### config.mk
export PLATFORM = sky130hd
export DESIGN_NAME = mqsjs_pick_unit
export DESIGN_NICKNAME = d
export VERILOG_FILES = /design/src/assert_macros.svh /design/src/mqsjs_pkg.sv /design/src/mqsjs_pick_unit.sv
export SDC_FILE = /design/constraint.sdc
export NUM_CORES = 1
export LEC_CHECK = 0
export ABC_AREA = 0
export ABC_CLOCK_PERIOD_IN_PS = 7400
export BUFFER_PORTS_ARGS = -buffer_cell sky130_fd_sc_hd__buf_2
export CAP_MARGIN = 0
export CORE_MARGIN = 1
export CORE_UTILIZATION = 46
export CTS_CLUSTER_DIAMETER = 80
export CTS_CLUSTER_SIZE = 28
export DETAILED_ROUTE_END_ITERATION = 8
export GPL_ROUTABILITY_DRIVEN = 0
export HOLD_SLACK_MARGIN = 0.08
export PLACE_DENSITY = 0.77
export SLEW_MARGIN = 20
export SYNTH_ARGS = -nofsm -noshare
export SYNTH_HDL_FRONTEND = slang
export SYNTH_SLANG_ARGS = --single-unit
### constraint.sdc
create_clock -name clk -period 7.4 [get_ports clk]
set_input_delay 1.11 -clock clk [delete_from_list [all_inputs] [get_ports clk]]
set_output_delay 1.11 -clock clk [all_outputs]
set_load 0.1 [all_outputs]
### src/assert_macros.svh
// Assertion helpers used by the scheduler core.
`ifndef ASSERT_MACROS_SVH
`define ASSERT_MACROS_SVH

// Checked on every rising clk edge outside reset.
`define ASSERT_CLK(label, prop, msg) \
  label: assert property (@(posedge clk) disable iff (!rst_n) prop) else $error(msg);

// Checked on every rising clk edge, reset included.
`define ASSERT_ALWAYS(label, prop, msg) \
  label: assert property (@(posedge clk) prop) else $error(msg);

`endif

### src/mqsjs_pkg.sv
`timescale 1ns / 1ps
package mqsjs_pkg;

  // Field widths
  localparam int KIND_W  = 2;
  localparam int LINE_W  = 4;
  localparam int ARR_W   = 30;
  localparam int SIZE_W  = 7;
  localparam int TAG_W   = 16;
  localparam int STAT_W  = 3;
  localparam int TIME_W  = 32;
  localparam int BASE_W  = 16;
  localparam int PIC_W   = 8;
  localparam int CFG_W   = 16;
  localparam int CFG_IDX_W = 1;
  localparam int PROD_W  = PIC_W + SIZE_W;
  // Scheduling key: not-arrived flag over size or arrival
  localparam int KEY_W   = ARR_W + 1;

  // Transaction kinds
  localparam logic [KIND_W-1:0] KIND_ENQ   = 2'd0;
  localparam logic [KIND_W-1:0] KIND_SERVE = 2'd1;
  localparam logic [KIND_W-1:0] KIND_CLEAR = 2'd2;

  // Result status codes
  localparam logic [STAT_W-1:0] ST_ENQ    = 3'd0;
  localparam logic [STAT_W-1:0] ST_SERVED = 3'd1;
  localparam logic [STAT_W-1:0] ST_NONE   = 3'd2;
  localparam logic [STAT_W-1:0] ST_DROP   = 3'd3;
  localparam logic [STAT_W-1:0] ST_CLEAR  = 3'd4;

  // Configuration register indexes
  localparam logic [CFG_IDX_W-1:0] CFG_BASE = 1'd0;
  localparam logic [CFG_IDX_W-1:0] CFG_PIC  = 1'd1;

  localparam logic [BASE_W-1:0] BASE_RST = 16'd30;
  localparam logic [PIC_W-1:0]  PIC_RST  = 8'd5;

  typedef struct packed {
    logic [ARR_W-1:0]  arrival;
    logic [SIZE_W-1:0] size;
    logic [TAG_W-1:0]  tag;
  } job_t;

  // Control from the sequencer to the pick unit
  typedef struct packed {
    logic clear;
    logic step;
  } pick_ctl_t;

endpackage

### src/mqsjs_pick_unit.sv
`timescale 1ns / 1ps
// Shared compare unit: one queue head per step, keeps the best so far.
// Arrived heads rank by size, others by arrival, arrived before not arrived;
// strict compare keeps the lowest queue on a tie.
module mqsjs_pick_unit import mqsjs_pkg::*; #(
  parameter int QW = 4
) (
  input  logic              clk,
  input  logic              rst_n,
  input  pick_ctl_t         ctl,
  input  logic [TIME_W-1:0] clock_now,
  input  job_t              cand,
  input  logic [QW-1:0]     cand_q,
  output logic              best_found,
  output logic [QW-1:0]     best_q,
  output job_t              best_job
);

  logic             found_r;
  logic [KEY_W-1:0] key_r;
  logic [QW-1:0]    q_r;
  job_t             job_r;
  logic             arrived;
  logic [KEY_W-1:0] cand_key;
  logic             take;

  // Key forming and compare
  always_comb begin
    arrived  = {{(TIME_W-ARR_W){1'b0}}, cand.arrival} <= clock_now;
    cand_key = arrived ? {1'b0, {(ARR_W-SIZE_W){1'b0}}, cand.size}
                       : {1'b1, cand.arrival};
    take     = ctl.step && (!found_r || (cand_key < key_r));
  end

  always_ff @(posedge clk) begin
    if (!rst_n) begin
      found_r <= 1'b0;
    end else if (ctl.clear) begin
      found_r <= 1'b0;
    end else if (take) begin
      found_r <= 1'b1;
    end
  end

  always_ff @(posedge clk) begin
    if (take) begin
      key_r <= cand_key;
      q_r   <= cand_q;
      job_r <= cand;
    end
  end

  assign best_found = found_r;
  assign best_q     = q_r;
  assign best_job   = job_r;

endmodule

==> summary.md, run 1 <==
| Metric | Value |
|---|---|
| Post-synthesis register bit count | 89 |
| Ys async rst share | 0% |
| Worst setup path startpoint | cand[51] |
| Setup crit end kind | flop |
| Status | finished clean |
| Hold violation total from the final report | 0 |
| Post-DP HPWL | 7.281 mm |
| WS Path Type | primary input to flop |
| Post-layout min period | 6075 ps |
| CTS Hold Bufs | 0 |
| Cell-internal power | 0.0008654 W |
| ANT cells | 0 |
| Worst R2R Start | key_r[4] |
| Per-cell routed wire length | around 15 um |
| Tightest Pin Transition | between 700 and 800 ps |
| First-pass GRT wire length | 14.84 mm |
| Fin util | between 60% and 70% |
| Worst Skew | approximately 9.7 ps |
| # setup viols final | 0 |
| Most common cell after layout, fill and taps aside | buf_2 |
| Syn nets | ~500 |
| All-layer global routing usage | 19.06% |
| Die area | between 10,000 and 15,000 um2 |
| Hold Path Class | flop to flop |
| Core area | around 9400 um2 |
| Cell mode on critical path | ha_1 |
| DR vias | 3,203 |
| Most frequent cells in the layout | buf_2 (150), edfxtp_1 (88), inv_1 (63), ha_1 (60), and2_1 (23) |
| RSZ-0062 raised after global routing | false |
| Post-synthesis instance area | 4512 um2 |
| Sequential area share after synthesis | around three fifths |
| DR iter-0 viols | 113 |
| Sw power | 0.0004445 W |
| Average size of a mapped cell | between 10 and 15 um2 |
| DRT Pass-1 Iters | 4 |
| CTS buffer count | 9 |
| Layout cells sized above 1 | between 30 and 40% |
| H-Tree Depth | 3 |
| Worst IR Drop VDD | 0.1054 mV |
| Crit path required time | 7400 ps |
| Leakage | 2.685 nW |
| Syn Inst Count | 346 |
| Maximum clock path buffer count | 2 |
| CP Cell Sequence | buf_2, ha_1, and4_1, nand4_1, nor4_2, o41ai_1, a22oi_2, mux2_2, ha_1, a211oi_1, nor2_1, a2111oi_0, o211ai_1, or3b_2, o21ai_4, buf_4 |
| Largest net degree at the start of global routing | 58 |
| Arr. time, crit path | 6070 ps |
| Cell family with most CP delay | compound AO/OA/AOI/OAI gates |
| R2R Setup Slk | 4020 ps |
| Sink Count | 89 |
| Comb pwr share | between 20% and 30% |
| FMAX | 164.6 MHz |
| Max-slew violation count | 0 |
| Synthesis-to-layout area growth | 25.24% |
| Initial core utilization | 48.14% |
| Clk root buf | clkbuf_8 |
| Max Cap Viol | 0 |
| Hold_sp | best_found |
| Die Ht | 101.0 um |
| Critical path peak fanout | 57 |
| Worst skew pair latency | 360 ps |
| Resize count post-CTS | 0 |
| Post-route DRC | 0 |
| Total grt overflow | 0 |
| Main synth FF type | edfxtp_1 |
| Critical Path Slowest Stage Cell | buf_4 |
| Clk slew on worst S/H paths | 90 ps |
| Die width | 101.0 um |
| Pwr Density | 231.8 nW/um2 |
| Max-slew headroom | 50.67% |
| Routed vias/inst | 4.997 |
| FP Rows | 35 |
| CTS tree | done |
| Port Buf Inserts | 150 |
| Initial antenna violation count | 0 |
| Clk pwr share | 28.2% |
| Post-CTS Setup Repair Bufs | 0 |
| NumNets Final | 660 |
| Switch share | between 30 and 40% |
| Setup TNS | 0 ps |
| Worst path bufs/invs | 2 |
| Vias in the first global route | 3,211 |
| EDFF count, synth | between 80 and 90 |
| Total routed wirelength | 9.389 mm |
| Flop pwr share | 46.3% |
| Final worst-path cycle share | between 80% and 90% |
| CP Launch Type | primary input |
| Synth cell types | between 40 and 50 |
| Slowest stage delay, CP | 600 ps |
| DRT antenna net count | 0 |
| IO Count | ~150 |
| Ys Warns | 0 |
-- synthesized netlist by cell type, drive strengths merged (2+ instances only) --
master   count  area share (%)
o21ai        7            0.86
inv         63             5.2
a2111oi      2            0.39
and4         2            0.39
buf          2            0.36
nand4       10             1.4
edfxtp      88              59
mux2         7             1.7
a211oi       3            0.50
nor4         2            0.42
a21oi       19             2.1
o211ai       2            0.33
ha          60              17
a21o        10             1.7
nand2        8            0.67
and2        23             3.2
and3         3            0.55
nand3       10             1.1
nor2         8            0.67
nor3         2            0.22
-- area by class of cell --
class	count	area, um2
clock inverters	7	93.84
well taps	129	161.4
flip-flops and latches	89	2663
repair buffers	153	773.2
inverters	63	236.5
multi-input cells	191	1599
fillers	778	3721
clock buffers	9	123.9
-- metrics by stage --
stage	power (W)	setup slack, ps	hold WS (ps)	instances	area, um2
3_5_place_dp	0.0009527	941.9	524.7	625	5433
2_1_floorplan	0.0008756	180.7	940.6	346	4512
6_report	0.001310	1325	534.5	641	5650
4_1_cts	0.001318	1317	537.3	641	5650
5_1_grt	0.001363	1017	580.7	641	5650
3_3_place_gp	0.0009431	1110	524.2	625	5433
-- metal layers --
layer,vias to the layer above,GRT usage (%),wire [um]
met4,0,8.473,190
li1,1587,-,-
met3,17,3.121,361
met5,-,0,0
met1,1511,23.41,4017
met2,88,33.09,4818
-- path summary, 6_finish.rpt --
kind / endpoint / cells after the start
worst max-delay path: key_r[11] / 16
worst min-delay path: best_found / 2
worst max register to register: key_r[11] / 9
worst min register to register: best_found / 2
-- flip-flops by register name, summed over array words and instances (netlist names) --
signal / flops
best_found: 1
best_job: 53
best_q: 4
key_r: 31
-- cell families (layout without fill, tap and decap cells) --
group	count (synthesis)	in the layout	share of synthesized area, %
simple gates	72	72	9.263
buf+inv	66	232	5.713
mux	7	7	1.747
fa+ha+maj	60	60	16.64
flops	89	89	59.01
compound gates	52	52	7.626
-- power groups by stage --
stage / registers, W / clock network [W] / logic, W
floorplan: 0.000789 / 0 / 0.0000863
global placement: 0.000618 / 0 / 0.000325
detailed placement: 0.000619 / 0 / 0.000334
CTS: 0.000608 / 0.000375 / 0.000335
global route: 0.000611 / 0.000397 / 0.000355
finish: 0.000607 / 0.000369 / 0.000334
-- worst min-delay path, cell delays in order (launching register included) --
cell	delay, ps
dfxtp_1	340
nor2_1	100
nor3b_1	50
Note: power is estimated with default switching activity, not from simulation.
==> inputs of run 2 (changes only) <==
--- a/config.mk
+++ b/config.mk
@@ -6,17 +6,17 @@
 export NUM_CORES = 1
 export LEC_CHECK = 0
 export ABC_AREA = 0
-export ABC_CLOCK_PERIOD_IN_PS = 7400
+export ABC_CLOCK_PERIOD_IN_PS = 5800
 export BUFFER_PORTS_ARGS = -buffer_cell sky130_fd_sc_hd__buf_2
 export CAP_MARGIN = 0
 export CORE_MARGIN = 1
-export CORE_UTILIZATION = 46
+export CORE_UTILIZATION = 50
 export CTS_CLUSTER_DIAMETER = 80
 export CTS_CLUSTER_SIZE = 28
 export DETAILED_ROUTE_END_ITERATION = 8
 export GPL_ROUTABILITY_DRIVEN = 0
 export HOLD_SLACK_MARGIN = 0.08
-export PLACE_DENSITY = 0.77
+export PLACE_DENSITY = 0.79
 export SLEW_MARGIN = 20
 export SYNTH_ARGS = -nofsm -noshare
 export SYNTH_HDL_FRONTEND = slang
==> constraint.sdc (replaced) <==
create_clock -name clk -period 5.8 [get_ports clk]
set_input_delay 0.87 -clock clk [delete_from_list [all_inputs] [get_ports clk]]
set_output_delay 0.87 -clock clk [all_outputs]
set_load 0.1 [all_outputs]
==> run 2 against run 1 <==
Critical path type unchanged. Sequential share of layout area is 0.57 points lower. Die area is 7.8% lower. Via count is 0.87% higher. Critical path depth rose by 1. Sequential power grew 28%. Register-to-register slack got worse by 1200 ps. Combinational power up 32%. Core utilization rose by 5.3 points. Global-route usage grew 1.7 points. First-iteration DRC count is 15% lower.
==> summary.md, run 2 (same netlist as run 1, synthesis figures left out) <==
| Metric | Value |
|---|---|
| Clk pwr share | 24.0% (was 28.2%) |
| Comb pwr share | 27.5% (was 25.5%) |
| Arr. time, crit path | 5150 ps (was 6070 ps) |
| # setup viols final | 0 (unchanged) |
| Die Ht | 96.99 um (was 101.0 um) |
| Synthesis-to-layout area growth | 26.76% (was 25.24%) |
| Worst skew pair latency | 360 ps (about the same) |
| Layout cells sized above 1 | 38.21% (was 35.35%) |
| Max-slew headroom | 67.19% (was 50.67%) |
| Most frequent cells in the layout | buf_2 (150), edfxtp_1 (88), inv_1 (59), ha_1 (54), and2_1 (21) (was buf_2 (150), edfxtp_1 (88), inv_1 (63), ha_1 (60), and2_1 (23)) |
| ANT cells | 0 (unchanged) |
| Post-layout min period | 5111 ps |
| Sink Count | 89 (unchanged) |
| DRT Pass-1 Iters | 4 (unchanged) |
| Core area | 8721 um2 (was 9371 um2) |
| Hold Path Class | flop to flop (unchanged) |
| Max-slew violation count | 0 (unchanged) |
| Worst r2r dst | key_r[6] (was key_r[11]) |
| Max FFs per register | 53 (unchanged) |
| Per-cell routed wire length | 15.29 um (was 14.65 um) |
| Worst setup endpoint | key_r[6] (was key_r[11]) |
| Die width | 96.99 um (was 101.0 um) |
| Sw power | 0.0005719 W (was 0.0004445 W) |
| Crit path required time | 5840 ps (was 7400 ps) |
| Worst IR Drop VDD | 0.1406 mV (was 0.1054 mV) |
| Critical path peak fanout | 50 (was 57) |
| DRT antenna net count | 0 (unchanged) |
| Slowest stage delay, CP | 430 ps (was 600 ps) |
| Initial core utilization | 51.74% (was 48.14%) |
| Most common cell after layout, fill and taps aside | buf_2 (unchanged) |
| Pwr Density | 279.3 nW/um2 (was 231.8 nW/um2) |
| Post-route DRC | 0 (unchanged) |
| All-layer global routing usage | 20.80% (was 19.06%) |
| Post-DP HPWL | 7.457 mm (was 7.281 mm) |
| DR iter-0 viols | 96 (was 113) |
| Setup TNS | 0 ps (unchanged) |
| Vias in the first global route | 3,262 (was 3,211) |
| Max Cap Viol | 0 (unchanged) |
| CP Cell Sequence | buf_2, ha_1, and4_1, nand4_1, nor4_2, o41ai_2, a22oi_2, buf_4, mux2_4, ha_4, a211oi_2, nor2_1, a2111oi_0, o211ai_1, or3b_4, o21ai_4, buf_12 (was buf_2, ha_1, and4_1, nand4_1, nor4_2, o41ai_1, a22oi_2, mux2_2, ha_1, a211oi_1, nor2_1, a2111oi_0, o211ai_1, or3b_2, o21ai_4, buf_4) |
| Port Buf Inserts | 150 (unchanged) |
| R2R Setup Slk | 2820 ps (was 4020 ps) |
| Worst R2R Start | key_r[27] (was key_r[4]) |
| Total routed wirelength | 9.497 mm (was 9.389 mm) |
| Flop pwr share | 48.5% (was 46.3%) |
| Largest net degree at the start of global routing | 51 (was 58) |
| CP Launch Type | primary input (unchanged) |
| Clk slew on worst S/H paths | 90 ps (about the same) |
| Maximum clock path buffer count | 2 (unchanged) |
| Final instance area | 5719 um2 (was 5650 um2) |
| Worst setup path startpoint | cand[50] (was cand[51]) |
| Worst Skew | 8.791 ps (was 9.665 ps) |
| Setup crit end kind | flop (unchanged) |
| CTS buffer count | 9 (unchanged) |
| Resize count post-CTS | 0 (unchanged) |
| First-pass GRT wire length | 15.39 mm (was 14.84 mm) |
| NumNets Final | 661 (was 660) |
| Critical Path Slowest Stage Cell | or3b_4 (was buf_4) |
| Leakage | 2.688 nW (was 2.685 nW) |
| Total grt overflow | 0 (unchanged) |
| DR vias | 3,231 (was 3,203) |
| Routed vias/inst | 5.203 (was 4.997) |
| Reg area | 2663 um2 (unchanged) |
| FP Rows | 34 (was 35) |
| CTS tree | done (unchanged) |
| FMAX | roughly 200 MHz |
| Fillers | 706 (was 778) |
| Clk root buf | clkbuf_8 (unchanged) |
| Area after DPL | 5549 um2 (was 5433 um2) |
| Area occupied by multi-input gates | 1704 um2 (was 1599 um2) |
| H-Tree Depth | 3 (unchanged) |
| Initial antenna violation count | 0 (unchanged) |
| Switch share | 35.80% (was 33.94%) |
| Die area | 9407 um2 (was 10,210 um2) |
| Cell-internal power | 0.001026 W (was 0.0008654 W) |
| CTS Hold Bufs | 0 (unchanged) |
| RSZ-0062 raised after global routing | false (unchanged) |
| Post-CTS Setup Repair Bufs | 0 (unchanged) |
| IO Count | 151 (unchanged) |
| WS Path Type | primary input to flop (unchanged) |
| Status | finished clean (unchanged) |
| Tightest Pin Transition | 495.6 ps (was 739.9 ps) |
| Register-to-Register Path Depth | 10 (was 9) |
| Final worst-path cycle share | around nine tenths |
| Hold violation total from the final report | 0 (unchanged) |
run 2: changes by cell type in the layout (fill, tap and decap cells not counted), sizes merged:
cell	delta
clkinv	+2
bufinv	-2
buf	+1
run 2: cell type report:
class	count	area share (%)
Timing Repair Buffer	154	14.09
Inverter	63	4.222
Multi-Input combinational cell	191	29.80
Clock buffer	9	2.166
Clock inverter	7	0.8095
Tap cell	108	2.363
Sequential cell	89	46.55
run 2: metrics by stage:
stage	power [W]	util (%)	std cells	worst slack, ps	hold slack, ps
after global placement	0.001218	63.63	605	482.8	521.0
after floorplan	0.001125	-	346	1.110	940.6
final	0.001598	65.58	621	688.7	566.8
after detailed placement	0.001230	63.63	605	283.2	540.7
after CTS	0.001608	65.58	621	660.6	554.2
after global routing	0.001665	65.58	621	423.4	596.5
run 2: routing by layer:
metal / GRT usage [%] / share of wire, % / routed length, um
met2: 37.00 / 53 / 5033
met4: 8.037 / 1.8 / 171
met5: 0 / 0 / 0
met3: 4.046 / 4.0 / 376
met1: 24.75 / 41 / 3916
run 2: power by group through the flow:
stage / Sequential [W] / Clock, W / Combinational (W)
floorplan: 0.00101 / 0 / 0.000120
global placement: 0.000788 / 0 / 0.000430
detailed placement: 0.000790 / 0 / 0.000441
CTS: 0.000775 / 0.000391 / 0.000442
global route: 0.000779 / 0.000417 / 0.000469
finish: 0.000774 / 0.000383 / 0.000440
run 2: worst min path at each step:
stage / slack, ps / from / cells past startpoint / to
floorplan: 940 / best_found / 2 / best_found
global placement: 520 / best_found / 2 / best_found
detailed placement: 540 / best_found / 2 / best_found
CTS: 550 / best_found / 2 / best_found
global route: 600 / best_found / 2 / best_found
finish: 570 / best_found / 2 / best_found
run 2: worst max-delay path, delay by kind of cell:
family / cells / cell delay, ps
muxes: 1 / 350
and+or+nand+nor: 5 / 1240
buffers and inverters: 3 / 720
AOI/OAI and AO/OA: 6 / 1390
adders and majority gates: 2 / 540
==> inputs of run 3 (changes only) <==
--- a/config.mk
+++ b/config.mk
@@ -17,6 +17,7 @@
 export GPL_ROUTABILITY_DRIVEN = 0
 export HOLD_SLACK_MARGIN = 0.08
 export PLACE_DENSITY = 0.79
+export REMOVE_ABC_BUFFERS = 1
 export SLEW_MARGIN = 20
 export SYNTH_ARGS = -nofsm -noshare
 export SYNTH_HDL_FRONTEND = slang
==> run 3 against run 2 <==
Global-route usage is 0.78 points lower. Sequential share of layout area is 0.51 points higher. Largest cell class unchanged. Clock skew is 3.9 ps higher. Routed wire length is 2.6% lower. Die area stayed put. Clock power is 12% higher. Core utilization is 0.72 points lower. First-iteration DRC count is 17% lower. Total power is 2.2% higher. Worst setup slack worse by 380 ps. Sequential cell count stayed put.
==> summary.md, run 3 (same netlist as run 1, synthesis figures left out) <==
| Metric | Value |
|---|---|
| # setup viols final | 0 (unchanged) |
| Fin util | 64.86% (was 65.58%) |
| Per-cell routed wire length | 14.82 um (was 15.29 um) |
| Max FFs per register | 53 (unchanged) |
| Clk root buf | clkbuf_8 (unchanged) |
| Die area | 9407 um2 (unchanged) |
| Sw power | 0.0005673 W (was 0.0005719 W) |
| DRT Pass-1 Iters | 4 (unchanged) |
| Total routed wirelength | 9.249 mm (was 9.497 mm) |
| Hold Path Class | flop to flop (unchanged) |
| Most common cell after layout, fill and taps aside | buf_2 (unchanged) |
| Tightest Pin Transition | 635.8 ps (was 495.6 ps) |
| Area occupied by multi-input gates | 1599 um2 (was 1704 um2) |
| Pwr Density | 288.8 nW/um2 (was 279.3 nW/um2) |
| Routed vias/inst | 5.111 (was 5.203) |
| IO Count | 151 (unchanged) |
| Max-slew violation count | 0 (unchanged) |
| DR vias | 3,189 (was 3,231) |
| Most frequent cells in the layout | buf_2 (150), edfxtp_1 (88), inv_1 (63), ha_1 (60), and2_1 (23) (was buf_2 (150), edfxtp_1 (88), inv_1 (59), ha_1 (54), and2_1 (21)) |
| Flop pwr share | 47.4% (was 48.5%) |
| Post-layout min period | 5486 ps (was 5111 ps) |
| Reg area | 2663 um2 (unchanged) |
| Largest net degree at the start of global routing | 54 (was 51) |
| Crit path required time | 5830 ps (was 5840 ps) |
| Status | finished clean (unchanged) |
| Die Ht | 96.99 um (unchanged) |
| Worst setup margin | 313.7 ps (was 688.7 ps) |
| CP Launch Type | primary input (unchanged) |
| RSZ-0062 raised after global routing | false (unchanged) |
| Maximum clock path buffer count | 2 (unchanged) |
| Worst Skew | 12.71 ps (was 8.791 ps) |
| CTS buffer count | 9 (unchanged) |
| Comb pwr share | 26.3% (was 27.5%) |
| Critical path peak fanout | 53 (was 50) |
| Max Cap Viol | 0 (unchanged) |
| Initial antenna violation count | 0 (unchanged) |
| Sink Count | 89 (unchanged) |
| Hold violation total from the final report | 0 (unchanged) |
| Cell-internal power | 0.001066 W (was 0.001026 W) |
| Vias in the first global route | 3,241 (was 3,262) |
| Leakage | 2.701 nW (was 2.688 nW) |
| DRT antenna net count | 0 (unchanged) |
| FMAX | 182.3 MHz (was 195.6 MHz) |
| Die width | 96.99 um (unchanged) |
| Port Buf Inserts | 150 (unchanged) |
| Synthesis-to-layout area growth | 25.37% (was 26.76%) |
| Initial core utilization | 51.74% (unchanged) |
| R2R Setup Slk | 2610 ps (was 2820 ps) |
| Arr. time, crit path | 5520 ps (was 5150 ps) |
| Core area | 8721 um2 (unchanged) |
| Resize count post-CTS | 0 (unchanged) |
| Worst skew pair latency | 360 ps (about the same) |
| ANT cells | 0 (unchanged) |
| Setup crit end kind | flop (unchanged) |
| WHS | 546.5 ps (was 566.8 ps) |
| CTS Hold Bufs | 0 (unchanged) |
| H-Tree Depth | 3 (unchanged) |
| WS Path Type | primary input to flop (unchanged) |
| Final worst-path cycle share | 94.59% (was 88.13%) |
| FP Rows | 34 (unchanged) |
| CTS tree | done (unchanged) |
| First-pass GRT wire length | 14.98 mm (was 15.39 mm) |
| Fillers | 679 (was 706) |
| Post-CTS Setup Repair Bufs | 0 (unchanged) |
| DR iter-0 viols | 80 (was 96) |
| All-layer global routing usage | 20.02% (was 20.80%) |
| Switch share | 34.73% (was 35.80%) |
| Worst IR Drop VDD | 0.1412 mV (was 0.1406 mV) |
| Setup Slack @ Placement | -48.82 ps (was 283.2 ps) |
| Setup TNS | 0 ps (unchanged) |
| Layout cells sized above 1 | 35.85% (was 38.21%) |
| Clk slew on worst S/H paths | 100 ps (was 90 ps) |
| Max-slew headroom | 56.52% (was 67.19%) |
| Clk pwr share | 26.3% (was 24.0%) |
| Post-route DRC | 0 (unchanged) |
| Total grt overflow | 0 (unchanged) |
| NumNets Final | 664 (was 661) |
| Post-DP HPWL | 7.058 mm (was 7.457 mm) |
## run 3: cell count changes in the layout (fill, tap and decap cells not counted), moves of 2 or more
cell      change
inv_1         +4
and2_1        +2
ha_4          -6
ha_1          +6
and2_4        -2
inv_2         -2
buf_4         +3
clkinv_1      -2
inv_4         -2
## run 3: power by group through the flow
stage / Sequential, W / Clock [W] / Combinational [W]
CTS: 0.000775 / 0.000437 / 0.000432
floorplan: 0.00101 / 0 / 0.000108
detailed placement: 0.000790 / 0 / 0.000429
global placement: 0.000788 / 0 / 0.000420
global route: 0.000779 / 0.000460 / 0.000456
finish: 0.000775 / 0.000430 / 0.000429
## run 3: critical path, stage by stage
cell and delay [ps]:
buf_2 120, ha_1 320, and4_1 200, nand4_1 190, nor4_2 440, o41ai_1 160, a22oi_2 320, mux2_2 400
ha_1 290, a211oi_1 260, nor2_1 80, a2111oi_0 600, o211ai_1 200, or3b_2 500, o21ai_4 210, buf_12 300
## run 3: path summary, 6_finish.rpt
kind	startpoint	to	depth (start not counted)
setup / recovery	cand[52]	best_job[35]	16
setup reg to reg	key_r[4]	best_job[35]	9
hold / removal	best_found	best_found	2
hold reg to reg	best_found	best_found	2
## run 3: routing by layer
metal	vias to the layer above	share of wire (%)	global-route usage [%]
met1	1483	43	24.23
met5	-	0	0
met2	93	51	34.99
met3	18	3.9	3.540
li1	1595	-	-
met4	0	2.2	8.611
## run 3: per-stage QoR
stage                     std cells  power, W  area [um2]
after floorplan                 343  0.001116        4491
after global placement          608  0.001208        5461
after detailed placement        608  0.001219        5461
after CTS                       624  0.001645        5657
after global routing            624  0.001695        5657
final                           624  0.001633        5657
## run 3: area by class of cell
type / count / area share, %
Clock inverter: 6 / 1.194
Tap cell: 108 / 2.389
Multi-Input combinational cell: 191 / 28.27
Sequential cell: 89 / 47.07
Clock buffer: 10 / 2.256
Inverter: 63 / 4.180
Timing Repair Buffer: 157 / 14.64
